**src/hw/rtl/r2c_pkg.sv**
```systemverilog
// ----------------------------------------------------------------------------
// r2c_pkg
// Types and constants shared by the raster to column page converter.
// ----------------------------------------------------------------------------
package r2c_pkg;

  // configuration port
  localparam int unsigned CfgAddrW = 3;
  localparam int unsigned CfgDataW = 32;
  // register index, taken from paddr[2]
  localparam logic        CFG_IDX_INVERT = 1'b0;

  // rows in one page
  localparam int unsigned PageRows = 8;

  // controller states
  typedef enum logic [1:0] {
    ST_LOAD,
    ST_READ,
    ST_SHOW
  } r2c_state_e;

  // controller to datapath
  typedef struct packed {
    logic load_en;
    logic rd_en;
    logic grp_clr;
    logic grp_inc;
    logic out_valid;
  } r2c_cmd_t;

  // datapath to controller
  typedef struct packed {
    logic in_valid;
    logic out_ready;
    logic page_done;
    logic last_group;
  } r2c_stat_t;

endpackage

```
**src/hw/rtl/r2c_if.sv**
```systemverilog
// ----------------------------------------------------------------------------
// r2c_if
// Stream interfaces for pixel bytes in and column groups out.
// ----------------------------------------------------------------------------
interface r2c_pix_if;
  logic       valid;
  logic       ready;
  logic [7:0] pixel_byte;
  logic       frame_start;

  modport source (output valid, output pixel_byte, output frame_start, input ready);
  modport sink   (input valid, input pixel_byte, input frame_start, output ready);
endinterface

interface r2c_col_if;
  logic        valid;
  logic        ready;
  logic [63:0] column_bytes;
  logic [2:0]  page_index;
  logic [4:0]  column_group;
  logic        last_of_page;
  logic        last_of_frame;

  modport source (output valid, output column_bytes, output page_index,
                  output column_group, output last_of_page, output last_of_frame,
                  input ready);
  modport sink   (input valid, input column_bytes, input page_index,
                  input column_group, input last_of_page, input last_of_frame,
                  output ready);
endinterface

```
**src/hw/rtl/r2c_regs.sv**
```systemverilog
// ----------------------------------------------------------------------------
// r2c_regs
// APB-style register file holding the output inversion control.
// ----------------------------------------------------------------------------
module r2c_regs import r2c_pkg::*; (
  input  logic                clk_i,
  input  logic                rst_ni,
  input  logic                psel,
  input  logic                penable,
  input  logic                pwrite,
  input  logic [CfgAddrW-1:0] paddr,
  input  logic [CfgDataW-1:0] pwdata,
  output logic [CfgDataW-1:0] prdata,
  output logic                pready,
  output logic                invert_o
);

  logic invert_q, invert_d;
  logic wr_en;

  // write strobe on the access phase
  assign pready = 1'b1;
  assign wr_en  = psel && penable && pwrite && (paddr[2] == CFG_IDX_INVERT);

  always_comb begin
    invert_d = invert_q;
    if (wr_en) begin
      invert_d = pwdata[0];
    end
  end

  // inversion defaults to on
  always_ff @(posedge clk_i or negedge rst_ni) begin
    if (!rst_ni) begin
      invert_q <= 1'b1;
    end else begin
      invert_q <= invert_d;
    end
  end

  // read back
  always_comb begin
    prdata = '0;
    if (paddr[2] == CFG_IDX_INVERT) begin
      prdata = {{(CfgDataW-1){1'b0}}, invert_q};
    end
  end

  assign invert_o = invert_q;

endmodule

```
**src/hw/rtl/r2c_ctrl.sv**
```systemverilog
// ----------------------------------------------------------------------------
// r2c_ctrl
// Sequencer: loads rows, then reads and presents one column group at a time.
// ----------------------------------------------------------------------------
module r2c_ctrl import r2c_pkg::*; (
  input  logic      clk_i,
  input  logic      rst_ni,
  input  r2c_stat_t stat_i,
  output r2c_cmd_t  cmd_o
);

  r2c_state_e state_q, state_d;

  // next state
  always_comb begin
    state_d = state_q;
    unique case (state_q)
      ST_LOAD: begin
        if (stat_i.in_valid && stat_i.page_done) begin
          state_d = ST_READ;
        end
      end
      ST_READ: begin
        state_d = ST_SHOW;
      end
      ST_SHOW: begin
        if (stat_i.out_ready) begin
          state_d = stat_i.last_group ? ST_LOAD : ST_READ;
        end
      end
      default: begin
        state_d = ST_LOAD;
      end
    endcase
  end

  always_ff @(posedge clk_i or negedge rst_ni) begin
    if (!rst_ni) begin
      state_q <= ST_LOAD;
    end else begin
      state_q <= state_d;
    end
  end

  // commands
  always_comb begin
    cmd_o = '0;
    unique case (state_q)
      ST_LOAD: begin
        cmd_o.load_en = 1'b1;
        cmd_o.grp_clr = 1'b1;
      end
      ST_READ: begin
        cmd_o.rd_en = 1'b1;
      end
      ST_SHOW: begin
        cmd_o.out_valid = 1'b1;
        cmd_o.grp_inc   = stat_i.out_ready && !stat_i.last_group;
      end
      default: begin
        cmd_o = '0;
      end
    endcase
  end

endmodule

```
**src/hw/rtl/r2c_dpath.sv**
```systemverilog
// ----------------------------------------------------------------------------
// r2c_dpath
// Row and byte counters, page memory and the column transpose.
// ----------------------------------------------------------------------------
module r2c_dpath import r2c_pkg::*; #(
  parameter int IMAGE_WIDTH  = 160,
  parameter int IMAGE_HEIGHT = 43
) (
  input  logic        clk_i,
  input  logic        rst_ni,
  input  r2c_cmd_t    cmd_i,
  output r2c_stat_t   stat_o,
  input  logic        invert_i,
  input  logic        in_valid_i,
  input  logic [7:0]  pixel_byte_i,
  input  logic        frame_start_i,
  input  logic        out_ready_i,
  output logic [63:0] column_bytes_o,
  output logic [2:0]  page_index_o,
  output logic [4:0]  column_group_o,
  output logic        last_of_page_o,
  output logic        last_of_frame_o
);

  localparam int RowBytes = IMAGE_WIDTH / 8;
  localparam int BW       = (RowBytes > 1) ? $clog2(RowBytes) : 1;
  localparam int RW       = ($clog2(IMAGE_HEIGHT) > 6) ? $clog2(IMAGE_HEIGHT) : 6;
  localparam int GW       = (BW > 5) ? BW : 5;

  logic [RW-1:0] row_q, row_d, rc;
  logic [BW-1:0] byte_q, byte_d, bc;
  logic [BW-1:0] grp_q, grp_d;
  logic [GW-1:0] grp_ext;
  logic          accept, row_end, frame_end, page_end, last_group;

  // page meta, latched when a page completes
  logic [2:0]    page_q;
  logic [3:0]    rows_q;
  logic          fend_q;

  // one word per column byte, one byte lane per page row
  logic [63:0]   page_mem [RowBytes];
  logic [63:0]   rd_q;

  logic [7:0]    src [PageRows];
  logic [63:0]   col;

  // position of the incoming byte
  assign accept    = in_valid_i && cmd_i.load_en;
  assign rc        = frame_start_i ? '0 : row_q;
  assign bc        = frame_start_i ? '0 : byte_q;
  assign row_end   = (bc == BW'(RowBytes - 1));
  assign frame_end = (rc == RW'(IMAGE_HEIGHT - 1));
  assign page_end  = row_end && ((rc[2:0] == 3'd7) || frame_end);

  // counter update, a frame start clears the row count even in mid row
  always_comb begin
    row_d  = row_q;
    byte_d = byte_q;
    if (accept) begin
      if (row_end) begin
        byte_d = '0;
        row_d  = frame_end ? '0 : rc + RW'(1);
      end else begin
        byte_d = bc + BW'(1);
        row_d  = rc;
      end
    end
  end

  // column group walk
  assign last_group = (grp_q == BW'(RowBytes - 1));
  always_comb begin
    grp_d = grp_q;
    if (cmd_i.grp_clr) begin
      grp_d = '0;
    end else if (cmd_i.grp_inc) begin
      grp_d = grp_q + BW'(1);
    end
  end

  always_ff @(posedge clk_i or negedge rst_ni) begin
    if (!rst_ni) begin
      row_q  <= '0;
      byte_q <= '0;
      grp_q  <= '0;
    end else begin
      row_q  <= row_d;
      byte_q <= byte_d;
      grp_q  <= grp_d;
    end
  end

  // page meta
  always_ff @(posedge clk_i) begin
    if (accept && page_end) begin
      page_q <= rc[5:3];
      rows_q <= {1'b0, rc[2:0]} + 4'd1;
      fend_q <= frame_end;
    end
  end

  // page memory, byte-lane write and registered read
  always_ff @(posedge clk_i) begin
    if (accept) begin
      page_mem[bc][{rc[2:0], 3'b000} +: 8] <= pixel_byte_i;
    end
    if (cmd_i.rd_en) begin
      rd_q <= page_mem[grp_q];
    end
  end

  // mask rows beyond the page and transpose
  always_comb begin
    for (int j = 0; j < PageRows; j++) begin
      src[j] = (4'(j) < rows_q) ? rd_q[8*j +: 8] : 8'h00;
    end
    for (int k = 0; k < 8; k++) begin
      for (int j = 0; j < PageRows; j++) begin
        col[8*k + j] = src[j][7-k];
      end
    end
  end

  // result payload
  assign grp_ext         = GW'(grp_q);
  assign column_bytes_o  = col ^ {64{invert_i}};
  assign page_index_o    = page_q;
  assign column_group_o  = grp_ext[4:0];
  assign last_of_page_o  = last_group;
  assign last_of_frame_o = last_group && fend_q;

  // status
  assign stat_o.in_valid   = in_valid_i;
  assign stat_o.out_ready  = out_ready_i;
  assign stat_o.page_done  = page_end;
  assign stat_o.last_group = last_group;

endmodule

```
**src/hw/rtl/raster_to_column_page_converter.sv**
```systemverilog
// ----------------------------------------------------------------------------
// raster_to_column_page_converter
// Buffers up to eight raster rows and emits them as column bytes, eight per group.
// ----------------------------------------------------------------------------
//   channel  direction  handshake      payload
//   pix_i    in         valid/ready    pixel_byte, frame_start
//   col_o    out        valid/ready    column_bytes, page_index, column_group,
//                                      last_of_page, last_of_frame
//   apb      in         psel/penable   invert_output at byte address 0
//
// A pixel byte is taken every cycle while rows load and pix_i.valid is high. The
// byte that completes a page starts emission of IMAGE_WIDTH/8 groups, each a
// memory read state followed by an output state held until col_o is ready; no
// further byte is taken until the last group of the page has gone out.
// A stall on col_o holds the group and extends emission.
// Reset is asynchronous, active low; the page memory needs no clearing pass.
// ----------------------------------------------------------------------------
module raster_to_column_page_converter import r2c_pkg::*; #(
  parameter int IMAGE_WIDTH  = 160,
  parameter int IMAGE_HEIGHT = 43
) (
  input  logic                clk_i,
  input  logic                rst_ni,
  r2c_pix_if.sink             pix_i,
  r2c_col_if.source           col_o,
  input  logic                psel,
  input  logic                penable,
  input  logic                pwrite,
  input  logic [CfgAddrW-1:0] paddr,
  input  logic [CfgDataW-1:0] pwdata,
  output logic [CfgDataW-1:0] prdata,
  output logic                pready
);

  r2c_cmd_t  cmd;
  r2c_stat_t stat;
  logic      invert;

  // configuration registers
  r2c_regs u_regs (
    .clk_i    (clk_i),
    .rst_ni   (rst_ni),
    .psel     (psel),
    .penable  (penable),
    .pwrite   (pwrite),
    .paddr    (paddr),
    .pwdata   (pwdata),
    .prdata   (prdata),
    .pready   (pready),
    .invert_o (invert)
  );

  // sequencer
  r2c_ctrl u_ctrl (
    .clk_i  (clk_i),
    .rst_ni (rst_ni),
    .stat_i (stat),
    .cmd_o  (cmd)
  );

  // counters, page memory, transpose
  r2c_dpath #(
    .IMAGE_WIDTH  (IMAGE_WIDTH),
    .IMAGE_HEIGHT (IMAGE_HEIGHT)
  ) u_dpath (
    .clk_i           (clk_i),
    .rst_ni          (rst_ni),
    .cmd_i           (cmd),
    .stat_o          (stat),
    .invert_i        (invert),
    .in_valid_i      (pix_i.valid),
    .pixel_byte_i    (pix_i.pixel_byte),
    .frame_start_i   (pix_i.frame_start),
    .out_ready_i     (col_o.ready),
    .column_bytes_o  (col_o.column_bytes),
    .page_index_o    (col_o.page_index),
    .column_group_o  (col_o.column_group),
    .last_of_page_o  (col_o.last_of_page),
    .last_of_frame_o (col_o.last_of_frame)
  );

  // handshake outputs
  assign pix_i.ready = cmd.load_en;
  assign col_o.valid = cmd.out_valid;

endmodule

```
**src/flat_wrapper.sv**
```systemverilog
// flat-port wrapper written by rule: the top's interface ports become plain ports
module raster_to_column_page_converter_flat import r2c_pkg::*;
#(
  parameter int IMAGE_WIDTH  = 160,
  parameter int IMAGE_HEIGHT = 43
)
  (clk_i, rst_ni, psel, penable, pwrite, paddr, pwdata, prdata, pready, pix_i_valid, pix_i_pixel_byte, pix_i_frame_start, pix_i_ready, col_o_valid, col_o_column_bytes, col_o_page_index, col_o_column_group, col_o_last_of_page, col_o_last_of_frame, col_o_ready);
  r2c_pix_if pix_i_i ();
  r2c_col_if col_o_i ();
  input  logic clk_i;
  input  logic rst_ni;
  input  logic psel;
  input  logic penable;
  input  logic pwrite;
  input  logic [CfgAddrW-1:0] paddr;
  input  logic [CfgDataW-1:0] pwdata;
  output logic [CfgDataW-1:0] prdata;
  output logic pready;
  input wire logic [$bits(pix_i_i.valid)-1:0] pix_i_valid;
  input wire logic [$bits(pix_i_i.pixel_byte)-1:0] pix_i_pixel_byte;
  input wire logic [$bits(pix_i_i.frame_start)-1:0] pix_i_frame_start;
  output wire logic [$bits(pix_i_i.ready)-1:0] pix_i_ready;
  output wire logic [$bits(col_o_i.valid)-1:0] col_o_valid;
  output wire logic [$bits(col_o_i.column_bytes)-1:0] col_o_column_bytes;
  output wire logic [$bits(col_o_i.page_index)-1:0] col_o_page_index;
  output wire logic [$bits(col_o_i.column_group)-1:0] col_o_column_group;
  output wire logic [$bits(col_o_i.last_of_page)-1:0] col_o_last_of_page;
  output wire logic [$bits(col_o_i.last_of_frame)-1:0] col_o_last_of_frame;
  input wire logic [$bits(col_o_i.ready)-1:0] col_o_ready;
  assign pix_i_i.valid = pix_i_valid;
  assign pix_i_i.pixel_byte = pix_i_pixel_byte;
  assign pix_i_i.frame_start = pix_i_frame_start;
  assign pix_i_ready = pix_i_i.ready;
  assign col_o_valid = col_o_i.valid;
  assign col_o_column_bytes = col_o_i.column_bytes;
  assign col_o_page_index = col_o_i.page_index;
  assign col_o_column_group = col_o_i.column_group;
  assign col_o_last_of_page = col_o_i.last_of_page;
  assign col_o_last_of_frame = col_o_i.last_of_frame;
  assign col_o_i.ready = col_o_ready;
  raster_to_column_page_converter #(.IMAGE_WIDTH(IMAGE_WIDTH), .IMAGE_HEIGHT(IMAGE_HEIGHT)) u_core (.clk_i(clk_i), .rst_ni(rst_ni), .pix_i(pix_i_i), .col_o(col_o_i), .psel(psel), .penable(penable), .pwrite(pwrite), .paddr(paddr), .pwdata(pwdata), .prdata(prdata), .pready(pready));
endmodule
```
**config.mk**
```make
export PLATFORM = sky130hd
export DESIGN_NAME = raster_to_column_page_converter_flat
export DESIGN_NICKNAME = d
export VERILOG_FILES = /design/src/hw/rtl/r2c_pkg.sv /design/src/hw/rtl/r2c_if.sv /design/src/hw/rtl/r2c_regs.sv /design/src/hw/rtl/r2c_ctrl.sv /design/src/hw/rtl/r2c_dpath.sv /design/src/hw/rtl/raster_to_column_page_converter.sv /design/src/flat_wrapper.sv
export SDC_FILE = /design/constraint.sdc
export NUM_CORES = 2
export LEC_CHECK = 0
export BUFFER_PORTS_ARGS = -buffer_cell sky130_fd_sc_hd__buf_2
export CORE_MARGIN = 1
export CORE_UTILIZATION = 60
export CTS_CLUSTER_SIZE = 16
export DETAILED_ROUTE_END_ITERATION = 10
export PLACE_DENSITY = 0.88
export SLEW_MARGIN = 0
export SYNTH_ARGS = -nofsm -noshare
export SYNTH_HDL_FRONTEND = slang
export SYNTH_HIERARCHICAL = 1
export SYNTH_SLANG_ARGS = --single-unit
```
**constraint.sdc**
```tcl
create_clock -name clk_i -period 3.8 [get_ports clk_i]
set_clock_uncertainty 0.1 [all_clocks]
set_input_delay 0.57 -clock clk_i [delete_from_list [all_inputs] [get_ports clk_i]]
set_output_delay 0.57 -clock clk_i [all_outputs]
set_load 0.01 [all_outputs]
```
==> results.py <==
metrics = {
    "run_status": {
        "outcome": "finished, final reports clean",
    },
    "pwr": {
        "p_leak_nw": 19.7,
        "total_power_w": 0.0304,
        "p_per_area_nw_per_um2": 488,
        "peakVddDrop_mv": 0.421,
    },
    "drt": {
        "drcViolationCount": 0,
        "dr.first_iter.drc_count": 4535,
        "post_drt_via_cell_ratio": 6.87,
        "num_vias": 30758,
        "drt-pass1-iter-count": 8,
        "wl_per_cell_um": 31.6,
        "ant_nets": 0,
        "drt-total-wl_um": 141000,
    },
    "setup_path": {
        "critPathRequiredTime_ns": 3.13,
        "path_delay_family": "simple AND/OR/NAND/NOR gates",
        "crit_slowest_cell": "dfrtp_4",
        "path_cells": "ha_1, nor4bb_2, and2_1, buf_2",
        "worst_path_largest_cell_delay_ns": 0.73,
        "crit_type": "reg -> out",
        "end_kind": "primary output",
        "cp.arrival_ns": 2.96,
        "worstPathBufferInverterCount": 1,
        "crit_path_start_kind": "register",
        "critPathLaunch": "u_core/u_dpath/column_group_o[1]",
        "worstPathMaxFanout": 22,
        "rr_startpoint": "u_core/u_dpath/column_group_o[0]",
    },
    "timing": {
        "fin_crit_ns": 3.63,
        "final.setup.tns_ns": 0,
        "fmaxAchievable_ghz": 0.276,
        "rsz0062_at_grt": "false",
        "hold_viol_final": 0,
        "relSlewSlack": 0.288,
        "setup_viol": 0,
        "slew_viol_final": 0,
        "worst_pin_slew_ns": 1.07,
        "fin_crit_sh": 0.954,
        "timing.hold.ws_ns": 0.0312,
    },
    "placement": {
        "place_inst": 4234,
        "io_buffers": 94,
        "place.gp.congestion": 0.844,
        "placedInstanceArea_um2": 57900,
        "dpl.hpwl_um": 81900,
    },
    "logic_synthesis": {
        "synth_edf_count": 1352,
        "ys_async_sr_fraction": 0.0139,
        "synthFlopType": "edfxtp_1",
        "netlist_instances": 2854,
        "syn_area_per_cell_um2": 19.1,
        "synth-seq-cells": 1371,
        "synthDistinctLibCells": 57,
        "ys_warn_count": 6,
        "synth.yosys.seq_area_share": 0.752,
        "syn_area_um2": 54600,
    },
    "floorplanning": {
        "die_w_um": 304,
        "die-area_um2": 92300,
        "io_pins": 160,
        "core_um2": 90100,
        "placementRows": 110,
        "die_y_um": 304,
        "start_util": 0.606,
    },
    "cells_and_area": {
        "area_delta_synth_final_pct": 14.1,
        "layout-drive-gt1-share": 0.265,
        "finalNonFillerCells": 4480,
        "fin_area_um2": 62300,
        "finalNetCount": 3257,
        "final_cell_mix": "edfxtp_1, buf_4, mux4_2, nor2_1, mux2i_1",
        "final_common_cell": "edfxtp_1",
    },
    "min_path": {
        "hp-start": "col_o_ready",
        "hp-class": "in -> reg",
    },
    "global_routing": {
        "grt_first_pass_wirelength_um": 205000,
        "antenna_found_initial": 8,
        "grt_pass1_vias": 31101,
        "grtUsageTotal": 0.307,
        "grt_max_degree": 65,
        "overflow": 0,
    },
    "clocking": {
        "clk_path_buf_depth": 3,
        "htree_levels": 4,
        "tritoncts": "done",
        "cts_sinks": 1371,
        "clk_pin_slew_ns": 0.06,
        "clk_root_buffer_cell": "clkbuf_16",
        "insertion_delay_ns": 0.75,
        "cts_buffers": 133,
    },
    "run": {
        "cap_violations": 0,
    },
}
==> flip-flops by register name (all words and copies together), names as in the netlist <==
signal                         cells
u_core/u_ctrl/state_q              2
u_core/u_dpath/byte_q              5
u_core/u_dpath/column_group_o      5
u_core/u_dpath/fend_q              1
u_core/u_dpath/page_index_o        3
u_core/u_dpath/page_mem         1280
u_core/u_dpath/rd_q               64
u_core/u_dpath/row_q               6
u_core/u_dpath/rows_q              4
u_core/u_regs/invert_o             1
==> path summary, 6_finish.rpt <==
kind	to	slack [ns]	cells after the start
setup reg to reg	u_core/u_dpath/rd_q[32]	0.48	7
hold reg to reg	u_core/u_dpath/byte_q[0]	0.43	2
setup / recovery	col_o_last_of_frame	0.17	4
max in group asynchronous	u_core/u_dpath/column_group_o[4]	2.92	2
min in group asynchronous	u_core/u_ctrl/state_q[1]	0.23	2
hold / removal	u_core/u_ctrl/state_q[1]	0.03	3
==> through the flow <==
stage	worst slack, ns	util
3_5_place_dp	0.310	0.643
2_1_floorplan	0.620	-
6_report	0.175	0.691
5_1_grt	0.211	0.691
4_1_cts	0.0454	0.691
3_3_place_gp	0.359	0.643
==> synth_stat cells, types with 3 or more instances <==
cell type,count,area [µm²]
edfxtp_1,1352,40600
mux4_2,258,5810
nor2_1,234,878
mux2i_1,191,1910
nand2_1,101,379
clkbuf_1,85,319
a21oi_1,70,350
inv_1,69,259
and2_1,67,419
xnor2_1,66,578
o22ai_1,63,394
buf_2,52,260
buf_4,44,330
a2111oi_1,35,350
a2111oi_2,26,390
dfrtp_1,18,450
buf_6,13,146
o21ai_0,10,50.1
ha_1,9,113
buf_1,7,26.3
nor3_1,7,35.0
a21o_1,6,45.0
nand2b_1,6,37.5
nand3_1,6,30.0
nor2b_1,5,31.3
inv_2,4,15.0
a32o_1,3,30.0
nand4_1,3,18.8
o21ai_1,3,15.0
or2_1,3,18.8
xor2_1,3,26.3
==> what timing repair did <==
action | 4_1_cts | 5_1_grt
setup buffers | 0 | 3
hold endpoints to repair | 18 | 0
setup endpoints to repair | 1 | 2
resized for setup | 1 | 0
hold buffers | 1 | 0
pin swaps | 0 | 0
==> cell type report <==
class                   instances  area [µm²]
clock inverters                65         749
multi-input cells            1238       12300
clock buffers                 171        3570
repair buffers                380        2810
diodes                          6        15.0
well taps                    1176        1470
inverters                      73         274
fillers                      4844       27800
flip-flops and latches       1371       41100
==> worst min-delay path, cell delays in order <==
cell and delay [ns]:
buf_2 0.11, inv_1 0.05, a21o_1 0.12
==> cells by family after synthesis <==
logic type | synth area share
buf+inv | 0.0251
mux | 0.142
compound gates | 0.0308
simple gates | 0.0374
xor+xnor | 0.0111
fa+ha+maj | 0.00206
other cells | 0.000137
flops | 0.752
==> power by group <==
part | total, W | internal [W] | switching [W]
logic | 0.000723 | 0.000263 | 0.000460
registers | 0.0165 | 0.0164 | 0.0000782
clock network | 0.0132 | 0.00763 | 0.00558
total | 0.0304 | 0.0243 | 0.00612
==> per-layer routing <==
layer | up-vias | global-route usage | wire length (µm)
met5 | - | 0.00310 | 51
met2 | 2835 | 0.496 | 68700
met1 | 15477 | 0.395 | 46600
met3 | 505 | 0.0789 | 19100
li1 | 11933 | - | -
met4 | 8 | 0.143 | 6940
Power figures use the tool's default switching activity.
